<file path="src/rtl/sm_pkg.sv">
package sm_pkg;

	localparam int MAX_RINGS    = 64;
	localparam int MAX_SEGMENTS = 64;
	localparam int IDX_W        = 12;

	// sine series coefficients, Q30 with a quarter turn as 1.0
	localparam logic [30:0] SC1     = 31'd1686629713;
	localparam logic [30:0] SC3     = 31'd693598668;
	localparam logic [30:0] SC5     = 31'd85569306;
	localparam logic [30:0] SC7     = 31'd5026996;
	localparam logic [30:0] SC9     = 31'd172272;
	localparam logic [30:0] Q30_ONE = 31'h4000_0000;

	typedef logic [IDX_W-1:0] idx_t;

	typedef enum logic [1:0] {
		REG_RADIUS   = 2'd0,
		REG_RINGS    = 2'd1,
		REG_SEGMENTS = 2'd2
	} reg_idx_t;

	typedef struct packed {
		logic       hv;
		logic [1:0] ntri;
		idx_t       t0a;
		idx_t       t0b;
		idx_t       t0c;
		idx_t       t1a;
		idx_t       t1b;
		idx_t       t1c;
		logic [16:0] tex_u;
		logic [16:0] tex_v;
	} meta_t;

	typedef struct packed {
		logic signed [16:0] pa;
		logic signed [16:0] pb;
		logic signed [16:0] pc;
		logic signed [15:0] nx;
		logic signed [15:0] ny;
		logic signed [15:0] nz;
	} vtx_t;

endpackage

</file>
<file path="src/rtl/sm_outq.sv">
module sm_outq (
	input  logic               clk,
	input  logic               arst_n,
	input  logic               ld,
	input  sm_pkg::vtx_t       vtx,
	input  sm_pkg::meta_t      meta,
	output logic               ready,
	output logic               out_valid,
	input  logic               out_stall,
	output logic               kind,
	output logic signed [16:0] field_a,
	output logic signed [16:0] field_b,
	output logic signed [16:0] field_c,
	output logic signed [15:0] normal_x,
	output logic signed [15:0] normal_y,
	output logic signed [15:0] normal_z,
	output logic [16:0]        tex_u,
	output logic [16:0]        tex_v,
	output logic               last
);
	import sm_pkg::*;

	vtx_t       vtx_q;
	meta_t      meta_q;
	logic [1:0] cnt_q, pos_q;
	logic       tsel;
	logic [1:0] tpos;

	assign out_valid = (cnt_q != 2'd0);
	assign ready     = (cnt_q == 2'd0) || (cnt_q == 2'd1 && !out_stall);

	always_ff @(posedge clk or negedge arst_n) begin
		if (!arst_n) begin
			cnt_q <= 2'd0;
			pos_q <= 2'd0;
		end else if (ld) begin
			cnt_q <= {1'b0, meta.hv} + meta.ntri;
			pos_q <= 2'd0;
		end else if (out_valid && !out_stall) begin
			cnt_q <= cnt_q - 2'd1;
			pos_q <= pos_q + 2'd1;
		end
	end

	always_ff @(posedge clk) begin
		if (ld) begin
			vtx_q  <= vtx;
			meta_q <= meta;
		end
	end

	always_comb begin
		tpos     = pos_q - {1'b0, meta_q.hv};
		tsel     = tpos[0];
		last     = (cnt_q == 2'd1);
		kind     = 1'b1;
		normal_x = '0;
		normal_y = '0;
		normal_z = '0;
		tex_u    = '0;
		tex_v    = '0;
		if (tsel) begin
			field_a = {5'd0, meta_q.t1a};
			field_b = {5'd0, meta_q.t1b};
			field_c = {5'd0, meta_q.t1c};
		end else begin
			field_a = {5'd0, meta_q.t0a};
			field_b = {5'd0, meta_q.t0b};
			field_c = {5'd0, meta_q.t0c};
		end
		if (meta_q.hv && pos_q == 2'd0) begin
			kind     = 1'b0;
			field_a  = vtx_q.pa;
			field_b  = vtx_q.pb;
			field_c  = vtx_q.pc;
			normal_x = vtx_q.nx;
			normal_y = vtx_q.ny;
			normal_z = vtx_q.nz;
			tex_u    = meta_q.tex_u;
			tex_v    = meta_q.tex_v;
		end
	end

endmodule

</file>
<file path="config.mk">
export PLATFORM = sky130hd
export DESIGN_NAME = sm_outq
export DESIGN_NICKNAME = d
export VERILOG_FILES = /design/src/rtl/sm_pkg.sv /design/src/rtl/sm_outq.sv
export SDC_FILE = /design/constraint.sdc
export NUM_CORES = 1
export LEC_CHECK = 0
export BUFFER_PORTS_ARGS = -buffer_cell sky130_fd_sc_hd__buf_2
export CORE_ASPECT_RATIO = 0.9
export CORE_MARGIN = 3
export CORE_UTILIZATION = 35
export DETAILED_ROUTE_END_ITERATION = 16
export GPL_ROUTABILITY_DRIVEN = 0
export SETUP_SLACK_MARGIN = 0.3
export SKIP_CTS_REPAIR_TIMING = 1
export SKIP_LAST_GASP = 1
export SLEW_MARGIN = 10
export SYNTH_ARGS = -nofsm -noshare
export SYNTH_HDL_FRONTEND = slang
export SYNTH_SLANG_ARGS = --single-unit
</file>
<file path="constraint.sdc">
create_clock -name clk -period 1.8 [get_ports clk]
set_clock_uncertainty 0.05 [all_clocks]
set_input_delay 0.09 -clock clk [delete_from_list [all_inputs] [get_ports clk]]
set_output_delay 0.09 -clock clk [all_outputs]
set_load 0.02 [all_outputs]
</file>
==> run_results.csv <==
group,metric,value,unit
run_status,status,"complete, but fails checks",
run_status,violations,"setup timing",
clocking,cts_made_buffers,23,
cells_and_area,layout_common_cells,"buf_2 (329), dlygate4sd3_1 (211), edfxtp_1 (206), and3_1 (67), a21oi_4 (30)",
sta,setup_ws,-0.419,ns
pwr,power_density,1040,nW/µm²
global_route,grt-busiest-layer,"met2",
clocking,clkTransAtPathRegs,0.06,ns
critical_path,endpoint_kind,"output port",
synth,avgSynthCellArea,16.7,µm²
detailed_routing,wl_per_cell,18.5,µm
flow_run,drv_cap,0,
global_route,grt_pass1_vias,5470,
critical_path,startpoint_type,"flip-flop",
critical_path,cp_slowest_stage_delay,0.46,ns
cells_and_area,fin_util,0.646,
die,num_rows,51,
cells_and_area,layout_commonest_cell,"buf_2",
critical_path,worstRegToRegCells,6,
cells_and_area,drive_gt1_frac,0.502,
synth,seq_area_frac_synth,0.795,
clocking,root_buffer,"clkbuf_16",
min_path,min_to,"vtx_q[1]$_DFFE_PP_",
critical_path,reg2reg_setup_slack,0.38,ns
cells_and_area,final_nets,1280,
die,die_w,164,µm
critical_path,cpMostUsedCell,"buf_6",
die,die_y,149,µm
global_route,gr-usage-met1,0.187,
synth,netlist_instances,474,
global_route,met3_usage,0.0615,
sta,relSlewSlack,0.636,
detailed_routing,drc,0,
sta,slew_viol_final,0,
detailed_routing,drtPass1Iterations,6,
sta,setup_viol,134,
placed_design,place_inst,1107,
cells_and_area,syn2layout_area_growth,79.3,%
clocking,cts_tree,"done",
detailed_routing,ant_nets,0,
synth,netlist_area,7910,µm²
synth,synth_nets,690,
cells_and_area,fin_cells,1370,
global_route,grt_use_total,0.161,
global_route,grt_overflow_total,0,
critical_path,r2r_end,"cnt_q[0]$_DFFE_PN0P_",
placed_design,hpwl,15200,µm
synth,ys_warn_count,0,
detailed_routing,vias,6355,
sta,fmax,0.451,GHz
clocking,clkLatencyLatePin,0.50,ns
sta,post-route-min-period,2.22,ns
min_path,hp-start,"ld",
detailed_routing,wirelength,25400,µm
sta,hold_viol,0,
critical_path,crit_slowest_cell,"edfxtp_1",
global_route,grt_pass1_wl,30300,µm
min_path,min_path_cells,1,
critical_path,cp_top_family,"buffers and inverters",
die,pin_count,349,
critical_path,cp_data_arrival_time,2.08,ns
critical_path,required,1.66,ns
die,initial_core_util,0.360,
die,dieArea,24400,µm²
synth,synth_cell_types,17,
pwr,ir_worst_vdd,743,µV
clocking,cts_sinks,210,
synth,synth_seq_cells,210,
critical_path,path_cells,"xor2_4, buf_12, buf_6, clkbuf_16, mux2i_4, a21oi_4, buf_6",
detailed_routing,drt-initial-drc-count,309,
sta,fin_crit_sh,1.23,
global_route,grt_max_degree,62,
min_path,min_path_type,"in2reg",
critical_path,worst-setup-path-type,"reg2out",
global_route,met2_usage,0.278,
detailed_routing,routed_via_density,4.64,
critical_path,crit_fanout,4,
die,coreArea,22000,µm²
pwr,leakage,6.06,nW
sta,rsz0062_at_grt,"yes",
cells_and_area,diodes,0,
global_route,antenna_found_initial,0,
critical_path,cp_num_buf_inv,4,
clocking,cts_max_path_buffers,3,
clocking,htreeDepth,1,
cells_and_area,finalInstanceArea,14200,µm²
critical_path,r2r-start,"cnt_q[0]$_DFFE_PN0P_",
sta,worst_pin_slew,0.547,ns
placed_design,io_buffers,348,
placed_design,placed_area,10700,µm²
## through the flow
stage / power (W) / setup WS [ns] / setup TNS (ns) / hold WS, ns
finish: 0.0148 / -0.419 / -35.99 / 0.107
global route: 0.0154 / -0.488 / -48.24 / 0.136
CTS: 0.0138 / -0.450 / -46.29 / -0.682
detailed placement: 0.00917 / 0.0993 / 0 / -0.145
global placement: 0.00914 / 0.152 / 0 / -0.145
floorplan: 0.00805 / 0.203 / 0 / -0.256
## how the worst max path moves through the flow
| stage | cells after the start | end | slack, ns | startpoint |
|---|---|---|---|---|
| finish | 7 | field_a[11] | -0.42 | meta_q[108]$_DFFE_PP_ |
| global route | 7 | field_a[9] | -0.49 | pos_q[0]$_DFFE_PN0P_ |
| CTS | 5 | field_b[10] | -0.45 | pos_q[0]$_DFFE_PN0P_ |
| detailed placement | 5 | field_b[10] | 0.1 | pos_q[0]$_DFFE_PN0P_ |
| global placement | 5 | field_b[16] | 0.15 | pos_q[0]$_DFFE_PN0P_ |
| floorplan | 5 | field_a[0] | 0.20 | meta_q[108]$_DFFE_PP_ |
## report_power, final
part / switching, W / leakage [nW] / internal [W]
Combinational: 0.00219 / 3.64 / 0.00204
Sequential: 0.000163 / 2.06 / 0.00581
Clock: 0.00183 / 0.358 / 0.00276
Total: 0.00419 / 6.06 / 0.0106
## cells in the mapped netlist
library cell | count | area [µm²]
buf_8 | 3 | 45.0
buf_2 | 1 | 5.00
nand2_1 | 3 | 11.3
xor2_4 | 1 | 27.5
nor2_1 | 38 | 143
edfxtp_1 | 206 | 6190
a21oi_1 | 38 | 190
and3_1 | 97 | 607
o21a_1 | 1 | 7.51
inv_1 | 6 | 22.5
o21ai_0 | 3 | 15.0
mux2i_1 | 36 | 360
xnor2_1 | 3 | 26.3
ha_1 | 4 | 50.1
nor3_1 | 2 | 10.0
dfrtp_1 | 4 | 100
clkbuf_1 | 28 | 105
## final cells by class
cell class	instances	area, µm²
inverters	6	25.0
clock buffers	28	594
clock inverters	12	130
fillers	1538	7770
repair buffers	597	4540
multi-input cells	226	2240
well taps	291	364
flip-flops and latches	210	6290
## sequential cells by signal (all words and copies together), names as in the netlist
register  flops
vtx_q        99
cnt_q         2
meta_q      107
pos_q         2
## logic make-up after synthesis
kind of cell / count (synthesis) / share of synthesized area
DFF: 210 / 0.795
and+or+nand+nor: 140 / 0.0974
AOI/OAI and AO/OA: 42 / 0.0269
buffers and inverters: 38 / 0.0225
muxes: 36 / 0.0455
xor gates and xnor gates: 4 / 0.00680
adders and majority gates: 4 / 0.00633
## worst reg2reg max path, cell delays in order, from the launching register on
cell and delay [ns]:
dfrtp_1 0.43, inv_2 0.07, ha_4 0.18, buf_4 0.14, nor2_2 0.19, xnor2_1 0.14, o21ai_0 0.08
## routing by layer
layer,vias up,part of all wire
li1,2986,-
met1,3056,0.37
met2,272,0.52
met3,41,0.087
met4,0,0.025
met5,-,0
No activity file was read; power rests on OpenSTA's default activity.
