===== src/rtl/sm_pkg.sv =====
package sm_pkg;

	localparam int MAX_RINGS    = 64;
	localparam int MAX_SEGMENTS = 64;
	localparam int IDX_W        = 12;

	// sine series coefficients, Q30 with a quarter turn as 1.0
	localparam logic [30:0] SC1     = 31'd1686629713;
	localparam logic [30:0] SC3     = 31'd693598668;
	localparam logic [30:0] SC5     = 31'd85569306;
	localparam logic [30:0] SC7     = 31'd5026996;
	localparam logic [30:0] SC9     = 31'd172272;
	localparam logic [30:0] Q30_ONE = 31'h4000_0000;

	typedef logic [IDX_W-1:0] idx_t;

	typedef enum logic [1:0] {
		REG_RADIUS   = 2'd0,
		REG_RINGS    = 2'd1,
		REG_SEGMENTS = 2'd2
	} reg_idx_t;

	typedef struct packed {
		logic       hv;
		logic [1:0] ntri;
		idx_t       t0a;
		idx_t       t0b;
		idx_t       t0c;
		idx_t       t1a;
		idx_t       t1b;
		idx_t       t1c;
		logic [16:0] tex_u;
		logic [16:0] tex_v;
	} meta_t;

	typedef struct packed {
		logic signed [16:0] pa;
		logic signed [16:0] pb;
		logic signed [16:0] pc;
		logic signed [15:0] nx;
		logic signed [15:0] ny;
		logic signed [15:0] nz;
	} vtx_t;

endpackage


===== src/rtl/sm_div.sv =====
module sm_div (
	input  logic        clk,
	input  logic        en,
	input  logic        half,
	input  logic [6:0]  num,
	input  logic [6:0]  div,
	output logic [32:0] quo,
	output logic [6:0]  rem16,
	output logic [6:0]  remf
);
	import sm_pkg::*;

	typedef struct packed {
		logic [6:0] rem;
		logic [6:0] rem7;
		logic [7:0] bits;
	} div8_t;

	// eight restoring steps, remainder stays below the divisor
	function automatic div8_t div_step8(logic [6:0] r_in, logic [6:0] d);
		div8_t      o;
		logic [7:0] t;
		logic [6:0] r;
		r = r_in;
		o = '0;
		for (int k = 0; k < 8; k++) begin
			t = {r, 1'b0};
			if (t >= {1'b0, d}) begin
				t = t - {1'b0, d};
				o.bits[7-k] = 1'b1;
			end
			r = t[6:0];
			if (k == 6) begin
				o.rem7 = r;
			end
		end
		o.rem = r;
		return o;
	endfunction

	logic        qi;
	logic [6:0]  r0;
	div8_t       d1, d2, d3, d4;
	logic [6:0]  rem_s1, rem_s2, rem_s3, r16_s3;
	logic [8:0]  quo_s1;
	logic [16:0] quo_s2;
	logic [24:0] quo_s3;

	always_comb begin
		qi = (num >= div);
		r0 = qi ? (num - div) : num;
		d1 = div_step8(r0, div);
		d2 = div_step8(rem_s1, div);
		d3 = div_step8(rem_s2, div);
		d4 = div_step8(rem_s3, div);
	end

	// remf: remainder after 31 fraction bits when half is set, else after 32
	always_ff @(posedge clk) begin
		if (en) begin
			rem_s1 <= d1.rem;
			quo_s1 <= {qi, d1.bits};
			rem_s2 <= d2.rem;
			quo_s2 <= {quo_s1, d2.bits};
			rem_s3 <= d3.rem;
			quo_s3 <= {quo_s2, d3.bits};
			r16_s3 <= rem_s2;
			quo    <= {quo_s3, d4.bits};
			remf   <= half ? d4.rem7 : d4.rem;
			rem16  <= r16_s3;
		end
	end

endmodule


===== config.mk =====
export PLATFORM = sky130hd
export DESIGN_NAME = sm_div
export DESIGN_NICKNAME = d
export VERILOG_FILES = /design/src/rtl/sm_pkg.sv /design/src/rtl/sm_div.sv
export SDC_FILE = /design/constraint.sdc
export NUM_CORES = 1
export LEC_CHECK = 0
export BUFFER_PORTS_ARGS = -buffer_cell sky130_fd_sc_hd__buf_2
export CORE_MARGIN = 1
export CORE_UTILIZATION = 40
export DETAILED_ROUTE_END_ITERATION = 10
export GPL_TIMING_DRIVEN = 0
export REMOVE_ABC_BUFFERS = 1
export SYNTH_ARGS = -nofsm -noshare
export SYNTH_HDL_FRONTEND = slang
export SYNTH_SLANG_ARGS = --single-unit

===== constraint.sdc =====
create_clock -name clk -period 43.8 [get_ports clk]
set_input_delay 6.57 -clock clk [delete_from_list [all_inputs] [get_ports clk]]
set_output_delay 6.57 -clock clk [all_outputs]
set_load 0.005 [all_outputs]

==> results of run 1 <==
==> cell usage in the layout (no fill, tap or decap), types with 22 or more instances in the layout <==
master,n
nor2b_1,26
mux2i_1,39
inv_1,70
xor2_1,52
o21bai_1,22
edfxtp_1,126
a21oi_1,105
ha_1,203
o21ai_0,89
mux2_2,73
nor2_1,143
o21a_1,61
a21o_1,92
buf_2,61
nor3_1,45
xnor2_1,69
nand2_1,62
a211oi_1,26
nand2b_1,30
==> routing by layer <==
metal,vias to the layer above,global-route usage
met5,-,0
met4,0,0.05426
met3,41,0.02464
met2,189,0.3234
met1,5985,0.2539
li1,6265,-
==> stage by stage <==
step,hold slack [ns],worst slack [ns],area [µm²],util
after floorplan,0.4003,20.28,15060,-
after global placement,0.4013,16.68,16000,0.4329
after detailed placement,0.4045,17.24,16180,0.4378
after CTS,0.4149,17.66,16760,0.4534
after global routing,0.4210,16.63,16760,0.4535
final,0.4129,17.94,16760,0.4535
==> cells by family after synthesis <==
group                      Yosys count
muxes                              125
AOI/OAI and AO/OA                  519
xor gates and xnor gates           121
DFF                                126
adders and majority gates          208
buffers and inverters              118
and+or+nand+nor                    412
==> critical path: cells and delay by family <==
family                     cells  cell delay, ns
buffers and inverters          8            1.57
muxes                          7            2.52
adders and majority gates     10            3.11
AOI/OAI and AO/OA             38            8.84
and+or+nand+nor               23            3.38
==> flip-flops by register name, summed over array words and instances, names as in the netlist <==
name and cells:
rem16 7, r16_s3 7, quo_s1 9, rem_s2 7, quo_s2 17, quo 33
quo_s3 25, rem_s3 7, rem_s1 7, remf 7
==> area by class of cell <==
cell class / instances / area share
Inverter: 91 / 0.02068
Clock inverter: 14 / 0.008809
Multi-Input combinational cell: 1385 / 0.6523
Antenna cell: 1 / 0.0001493
Clock buffer: 17 / 0.02538
Tap cell: 504 / 0.03762
Sequential cell: 126 / 0.2257
Timing Repair Buffer: 71 / 0.02934
==> how the worst max path moves through the flow <==
stage / from / end / slack, ns / depth (start not counted)
6_report: div[1] / rem_s1[5] / 17.94 / 86
5_1_grt: div[1] / rem_s1[6] / 16.63 / 86
4_1_cts: div[0] / rem_s1[5] / 17.66 / 85
3_5_place_dp: div[0] / rem_s1[5] / 17.24 / 85
3_3_place_gp: div[5] / rem_s1[6] / 16.68 / 87
2_1_floorplan: div[2] / rem_s1[5] / 20.28 / 86
==> impl_summary.md, run 1 <==
Synth
The share of the Yosys chip area taken by registers is 0.2493. For this run, asynchronously set or reset flops after synthesis account for 0. Of the total synthesized cell area, the portion taken by full adders, half adders and majority gates is 0.1739. The complex-gate fraction of the synthesized area is 0.2455. The commonest register cell after synthesis is edfxtp_1. The xor-xnor portion of the synthesized cell area is 0.06983. The post-synthesis area per instance is 9.317 µm². Counting instances in the post-synthesis netlist gives the leading cell types as ha_1 (203), nor2_1 (144), edfxtp_1 (126). The netlist area before placement is 15,180 µm². Synthesis inferred 126 register bits. In this run, distinct cell masters in the synthesized netlist total 101.

After synthesis, the largest family of logic cells by area is compound AO/OA/AOI/OAI gates. The count of yosys warnings during synthesis is 0. After synthesis, the cell types taking the most area are edfxtp_1 (25%), ha_1 (17%), mux2_2 (5.4%). The number of enable flip-flop cells after synthesis is 126. After synthesis, the share of cell area in mux cells is 0.09382.

The simple-gate area share of the yosys netlist is 0.1368. The library cell with the largest summed area after synthesis is edfxtp_1. The fraction of post-synthesis cell area in the top cell type by area is 0.2493.

The gate count after technology mapping is 1,629. Among all cell types in the netlist, the one instantiated most often is ha_1.

Setup path
The startpoint identified for the worst register-to-register timing path is rem_s2[0]. The cell type of the slowest stage on the worst timing path is buf_2. The required arrival time at the worst endpoint is 43.99 ns. The number of cells on the worst reg-to-reg path is 71. The worst register-to-register path ends at rem_s3[6].

Data arrives at the worst endpoint at 26.05 ns. The most frequent cell on the critical path is ha_1. The category of the worst setup path capture point is a register. The category of the worst setup path launch point is an input pin. For flop-to-flop paths, the worst setup slack is 26.02 ns.

The category of the most critical setup path is input pin to register. In this run the worst path has a maximum fanout of 17. For this run, the slowest stage of the critical path takes 0.45 ns.

Placed design
Once placement completed, the tool counted placed cells totaling 2,177. The number of port buffers is 63. The half-perimeter wire length of the detailed placement result is 26.43 mm. The final RePlAce weighted congestion is 0.8515.

Floorplanning
In this run the standard cell core region covers 36,960 µm². The initial cell density of the core is 0.4106. The number of top-level pins is 64. Measured along the y axis, the die boundary spans 196.8 µm. After floorplanning, the core was divided into 70 placement rows. The die covers 38,730 µm². The die width is 196.8 µm.

STA
The number of slew-limit violations in the final report is 0. The number of hold violations in the final report is 0. Setup violations remaining at the end of the flow were counted as 0. Setup repair after global routing left no endpoint under its margin. On the final layout, the worst clock skew is 0.01052 ns.

In the finished design, the share of the clock period the worst path needs comes to 0.5904. The worst slew margin relative to its limit is 0.3163. For the pin with the worst max-slew slack, the measured transition is 1.013 ns. The highest attainable clock frequency is 38.67 MHz. For the final routed database, the setup TNS stands at 0 ns. Counting I/O delays and the setup requirement, the final critical path takes 25.86 ns.

Cells and area
Registers take 3784 µm². In the final layout, the multi-input gates occupy 10,930 µm². Excluding fillers, the count of instances in the completed layout stands at 2,209. After the last flow step, the layout net total stands at 1,917. From synthesis to final layout, the design area changed by 10.44%.

The filler cell count in the final layout is 3,601. In the final layout, the share of cells above drive strength 1 is 0.1508.

Outcome
The run finished with clean final reports.

Routing
After detailed routing, the total wire length is 36.37 mm. The met2 wire length is 17.16 mm. The number of violations reported at the end of detailed-routing iteration 0 is 550. After detailed routing, the wire length on met1 is 17.76 mm.

The detail route stage leaves a number of antenna-violating nets equal to 0. The first-pass detailed-route iteration total is 5. The detailed router placed 12,480 vias in this run.

The wire length on met3 is 924 µm. In the final routed layout, each cell accounts on average for 16.47 µm. The average via count per standard cell is 5.650. The DRC violation count after routing is 0. The top layer reached by signal wires is met4.

Job
Max-cap violations in this run came to 0.

Clock network
In this run the deepest clock path goes through 2 buffers. The number of levels the H-tree was split into is 4. In this run, post-CTS repair resized a total of 0 instances. The total number of clock tree sinks is 126. Once the clock tree was built, the setup fixing pass inserted 0 buffers. The clock latency at the later pin of the worst-skew pair is 0.44 ns. The clock-pin slew of the registers on the worst-case setup and hold paths is 0.07 ns. Clock tree synthesis selected as its root buffer the cell clkbuf_16. The CTS buffer count is 17. The hold buffer count at CTS is 0. TritonCTS built the clock tree.

Global route
The global-route wire length before repair is 60.37 mm. The initial antenna violation count is 2. For this run, the total global-route usage over all layers was measured as 0.1911.

The maximum number of pins on one net before global-route repair is 74. After global routing the overflow that remains totals 0. The via count of the first global-routing pass is 12,310.

Min path
The startpoint identified for the worst hold timing path is r16_s3[1]. The path with the worst hold slack has its endpoint at rem16[1]. The hold path depth is 0. The class of the tightest hold or removal check is register to register.
Power of run 1 is left out: the tool's default activity adds up to more than one toggle a clock period on the data nets, which glitch-free logic cannot reach.
==> run 2, diff against run 1 <==
==> constraint.sdc (replaced) <==
create_clock -name clk -period 21.7 [get_ports clk]
set_input_delay 3.255 -clock clk [delete_from_list [all_inputs] [get_ports clk]]
set_output_delay 3.255 -clock clk [all_outputs]
set_load 0.005 [all_outputs]
==> run 2 against run 1 <==
- via count is 0.94% higher
- critical path depth is 2 higher
- core utilization is 0.90 points higher
- sequential share of layout area is 0.44 points lower
- non-clock buffer count is 27 higher
- largest cell class unchanged
- highest routed layer unchanged
==> impl_summary.md, run 2 (synthesis results as in run 1) <==
Placed design
The half-perimeter wire length of the detailed placement result is 26.43 mm. Timing analysis after detailed placement gives a worst setup slack of -1.541 ns. The final RePlAce weighted congestion is 0.8515. The number of port buffers is 63.

Floorplanning
The row count is 70. The floorplan step defined a core boundary enclosing 36,960 µm². The full die area is 38,730 µm². For this design the top-level I/O count stands at 64. The die width is 196.8 µm. The initial utilization of the core area, before any placement, comes to 0.4106.

The overall die height is 196.8 µm.

Setup path
The setup slack on the worst flop-to-flop path is 4.44 ns. The cell type of the slowest stage on the worst timing path is ha_1. At the worst endpoint, the arrival time is 20.83 ns. The critical path in this run is classified as input pin to register. The worst setup path is captured at a register. The category of the worst setup path launch point is an input pin. Counting stages on the worst path, the most repeated cell is ha_1.

The number of cells on the worst reg-to-reg path is 71. The terminus of the critical flop-to-flop path is rem_s3[6]. Along the worst path, the maximum fanout reaches 33. The highest cell delay on the worst timing path is 0.42 ns. The required arrival time at the worst endpoint is 21.89 ns. The startpoint of the most critical register-to-register path is rem_s2[0].

STA
For the pin with the worst max-slew slack, the measured transition is 1.033 ns. The worst slew margin relative to its limit is 0.3095. On the final layout, the worst clock skew is 0.01077 ns. The highest attainable clock frequency is 48.45 MHz. The fraction of the cycle the final worst path needs is 0.9511. The number of hold violations in the final report is 0.

The minimum clock period is 20.64 ns. The number of slew-limit violations in the final report is 0. Setup violations remaining at the end of the flow were counted as 0. The accumulated negative setup slack is 0 ns. The worst path meets setup with 1.060 ns of slack.

Routing
The detailed router placed 12,600 vias in this run. The aggregate routed wire length is 37.09 mm. Dividing the detail-routed wire length by the instance count gives 16.59 µm. In the routed design, unresolved DRC markers number 0.

The average via count per standard cell is 5.634. In this run the remaining antenna-violating nets after routing total 0. The detailed router finished its first iteration with 551 violations. The first-pass detailed-route iteration total is 7.

Job
The max-cap check violation count is 0.

Global route
For this run, the total global-route usage over all layers was measured as 0.1911. The remaining global-route overflow is 0. The initial antenna violation count is 2. Entering global routing, the biggest net connects 74 pins.

The via count of the first global-routing pass is 12,330. The global-route wire length before repair is 60.39 mm.

Clock network
The tree built by TritonCTS fans out to 126 sinks. For the worst-skew pair, the clock arrives at the later sink with an insertion delay of 0.44 ns. The clock-pin slew of the registers on the worst-case setup and hold paths is 0.07 ns.

The maximum count of clock buffers along a single path is 2. The H-tree generated during clock tree synthesis spans 4 levels. The root buffer cell chosen for the clock tree is clkbuf_16. TritonCTS created 17 clock buffers. TritonCTS built the clock tree.

Outcome
The run finished with clean final reports.

Cells and area
The post-layout net count is 1,944. The number of flip-flops under the largest register name is 33. The area growth from synthesis to layout is 12.62%. More flip-flops sit in one register than any other, and that register is quo.

In the final layout, the share of cells above drive strength 1 is 0.1733. The layout has 3,579 filler cells. The top cell types in the final layout, fill and taps aside, are ha_1 (202), nor2_1 (143), edfxtp_1 (126).

The library cell used most frequently in the layout, excluding fill and tap cells, is ha_1. The largest registers in the layout are quo (33), quo_s3 (25), quo_s2 (17).

Min path
The min-delay analysis places its worst path in the category register to register. The path with the worst hold slack has its endpoint at rem16[1]. In this run the most critical hold path is launched from r16_s3[1]. The hold path depth is 0.
[run 2: changes by cell type in the layout (fill, tap and decap cells not counted), moves of 3 or more]
cell / previous run / this run
buf_4: 1 / 26
a21oi_1: 105 / 98
a21oi_2: 1 / 8
inv_2: 17 / 14
inv_4: 2 / 5
[run 2: worst max path at each step]
stage,slack [ns],end,depth (start not counted),startpoint
3_3_place_gp,-2.10,rem_s1[6],87,div[5]
2_1_floorplan,1.49,rem_s1[5],86,div[2]
3_5_place_dp,-1.54,rem_s1[5],85,div[0]
5_1_grt,-0.007,rem_s1[6],88,div[5]
4_1_cts,0.05,rem_s1[5],88,div[5]
6_report,1.06,rem_s1[6],88,div[2]
[run 2: layout make-up]
type	count	area [µm²]	area share
Inverter	91	359.1	0.02101
Multi-Input combinational cell	1385	11000	0.6435
Sequential cell	126	3784	0.2214
Clock buffer	17	425.4	0.02489
Antenna cell	1	2.502	0.0001464
Tap cell	504	630.6	0.03689
Timing Repair Buffer	98	744.5	0.04355
Clock inverter	14	147.6	0.008638
[run 2: worst max-delay path, delay by kind of cell]
kind,cells,cell delay (ns)
adders and majority gates,9,3.04
muxes,8,2.39
AOI/OAI and AO/OA,38,7.90
buffers and inverters,11,1.20
and+or+nand+nor,22,3.00
[run 2: routing by layer]
layer | GRT usage | vias to the layer above | wire length, µm
li1 | - | 6320 | -
met1 | 0.2540 | 6074 | 18010
met2 | 0.3234 | 171 | 17760
met3 | 0.02464 | 32 | 885
met4 | 0.05426 | 0 | 436
met5 | 0 | - | 0
[run 2: metrics by stage]
step | utilization | area (µm²) | hold slack, ns | std cells
final | 0.4625 | 17090 | 0.4125 | 2236
after global routing | 0.4625 | 17090 | 0.4210 | 2236
after CTS | 0.4546 | 16800 | 0.4149 | 2211
after detailed placement | 0.4378 | 16180 | 0.4045 | 2177
after global placement | 0.4329 | 16000 | 0.4013 | 2169
after floorplan | - | 15060 | 0.4003 | 1602
[run 2: repair_timing]
action / CTS / global route
gates cloned: 0 / 2
hold buffers: 0 / 0
pin swaps: 0 / 7
setup buffers: 3 / 22
gates resized for setup: 8 / 26
endpoints found under the setup margin: 16 / 25
Power of run 2 is left out for the same reason.
==> run 3, diff against run 2 <==
--- a/config.mk
+++ b/config.mk
@@ -7,9 +7,10 @@
 export LEC_CHECK = 0
 export BUFFER_PORTS_ARGS = -buffer_cell sky130_fd_sc_hd__buf_2
 export CORE_MARGIN = 1
-export CORE_UTILIZATION = 40
+export CORE_UTILIZATION = 50
 export DETAILED_ROUTE_END_ITERATION = 10
 export GPL_TIMING_DRIVEN = 0
+export PLACE_DENSITY = 0.69
 export REMOVE_ABC_BUFFERS = 1
 export SYNTH_ARGS = -nofsm -noshare
 export SYNTH_HDL_FRONTEND = slang
==> run 3 against run 2 <==
- first-iteration DRC count is 51% higher
- worst hold slack worse by 0.00087 ns
- register-to-register slack better by 0.06 ns
- global-route usage is 4.2 points higher
- worst setup slack worse by 0.19 ns
- final cell count is 5.5% lower
- non-clock buffer count is 9 lower
- final area is 1.0% lower
- flip-flop and latch count stayed put
- via count is 0.71% higher
- critical path depth is 1 lower
- critical endpoint unchanged
- clock-buffer cell count is 1 higher
==> impl_summary.md, run 3 (synthesis results as in run 1) <==
STA
The number of slew-limit violations in the final report is 0. The measured slew at the worst slew-check pin is 1.153 ns. Of the available clock period, the critical path in the final layout requires 0.9599. The number of setup violations in the final report is 0. The number of hold violations in the final report is 0. For the final database, setup skew stands at 0.009868 ns. For this run, the top clock speed supported by timing is 48.01 MHz.

The minimum clock period is 20.83 ns. The worst slew margin relative to its limit is 0.2219.

Setup path
The maximum fanout along the worst path is 18. The category of the worst setup path capture point is a register. The category of the worst setup path launch point is an input pin.

For this design, the slowest cell found on the critical path is o41a_1. The required arrival time at the worst endpoint is 21.88 ns. Among the stages of the critical path, the cell type that occurs most often is ha_1.

The category of the most critical setup path is input pin to register. Data arrives at the worst endpoint at 21.01 ns. For this run, the slowest stage of the critical path takes 0.41 ns.

Cells and area
The top cell types in the final layout, fill and taps aside, are ha_1 (202), nor2_1 (143), edfxtp_1 (126). Compared with the post-synthesis result, the final layout area differs by 11.48%. The library cell used most frequently in the layout, excluding fill and tap cells, is ha_1. The number of flip-flops under the largest register name is 33. The number of antenna cells inserted is 0.

In the final design database the tool counted 1,935 nets. The utilization after layout is 0.5694. In the final layout, the registers with the most flip-flops are quo (33), quo_s3 (25), quo_s2 (17). In the final layout, the share of cells above drive strength 1 is 0.1701. The register ranked first by flip-flop count is quo.

Clock network
The clock reaches the later pin of the worst-skew pair after 0.43 ns. The hold buffer count at CTS is 0. The maximum count of clock buffers along a single path is 2.

The TritonCTS clock tree is done. The number of levels the H-tree was split into is 4. CTS placed an instance of clkbuf_16 at the clock tree root. Buffers inserted during clock tree synthesis total 17. The total number of clock tree sinks is 126. The clock-pin slew of the registers on the worst-case setup and hold paths is 0.06 ns.

Routing
The DRC violation count after routing is 0. Detailed routing inserted a total of 12,690 vias. The aggregate routed wire length is 36.09 mm. After detailed routing, the average wire length per cell comes to 17.08 µm.

After the first detailed-routing iteration, the DRC count stood at 831. The average via count per standard cell is 6.004. The first detailed-routing pass ran for 5 iterations. The count of nets left with antenna violations once routing finished came out at 0.

Global route
The via count of the first global-routing pass is 12,200. The global-route wire length before repair is 58.98 mm. The initial antenna violation count came to 0.

The remaining global-route overflow is 0. Across every metal layer, demand over resource in global routing totals 0.2335. The maximum number of pins on one net before global-route repair is 73.

Placed design
Routability-driven placement finished with a final weighted congestion of 0.8645. Summed over all nets, the half-perimeter wirelength after detailed placement is 25.57 mm. Buffers placed on the I/O ports in this run total 63.

Floorplanning
The core box area is 29,720 µm². The row count is 63. During I/O placement, the number of pins put on the boundary was 64. The die is 176.2 µm tall. The floorplan step set the die width to 176.2 µm. The floorplan step defined a die boundary enclosing 31,060 µm². For this configuration, the core starts out at a cell density of 0.5107.

Min path
The class of the tightest hold or removal check is register to register.

Outcome
The run finished with clean final reports.

Job
Max-cap violations in this run came to 0.
run 3: cell types whose count changed in the layout (fill, tap and decap cells not counted), sizes merged:
cell / delta
diode: -1
clkinvlp: -3
buf: -8
bufinv: +1
clkinv: +2
run 3: path summary, 6_finish.rpt:
kind             start        end  slack, ns  cells after the start
max reg2reg  rem_s2[0]  rem_s3[5]       4.50                     69
min reg2reg  r16_s3[1]   rem16[1]       0.41                      0
min          r16_s3[1]   rem16[1]       0.41                      0
max             div[4]  rem_s1[6]       0.87                     87
run 3: timing repair:
action                     CTS  global route
gates resized for setup     11            35
gates cloned                 0             1
buffers inserted             1            17
setup endpoints to repair   16            24
pin swaps                    0             5
run 3: layer usage:
layer,vias up,global-route usage,part of all wire
met5,-,0,0
met4,0,0.06304,0.013
met3,40,0.03058,0.037
met2,264,0.3866,0.47
met1,6073,0.3182,0.48
li1,6309,-,-
run 3: metrics by stage:
step,setup WS [ns],setup TNS (ns),cells,hold WS [ns],instance area (µm²)
floorplan,1.490,0,1602,0.4003,15060
global route,-0.1297,-0.4093,2113,0.4233,16920
finish,0.8704,0,2113,0.4116,16920
detailed placement,-1.315,-16.68,2062,0.4045,16030
global placement,-1.759,-40.46,2055,0.4006,15860
CTS,0.001505,0,2095,0.4162,16640
run 3: critical path: cells and delay by family:
| family | cells | cell delay (ns) |
|---|---|---|
| multiplexers | 8 | 2.56 |
| buffers and inverters | 10 | 1.27 |
| AO/OA/AOI/OAI | 37 | 7.57 |
| AND/OR/NAND/NOR | 23 | 3.35 |
| adder cells (fa/ha/maj) | 9 | 2.91 |
run 3: area by class of cell:
| cell class | instances | area [µm²] |
|---|---|---|
| multi-input combinational | 1385 | 11030 |
| clock buffer | 18 | 429.2 |
| timing repair buffer | 89 | 669.4 |
| fill | 2589 | 12800 |
| clock inverter | 14 | 150.1 |
| sequential | 126 | 3784 |
| inverter | 91 | 371.6 |
| tap | 390 | 488.0 |
Power of run 3 is left out for the same reason.
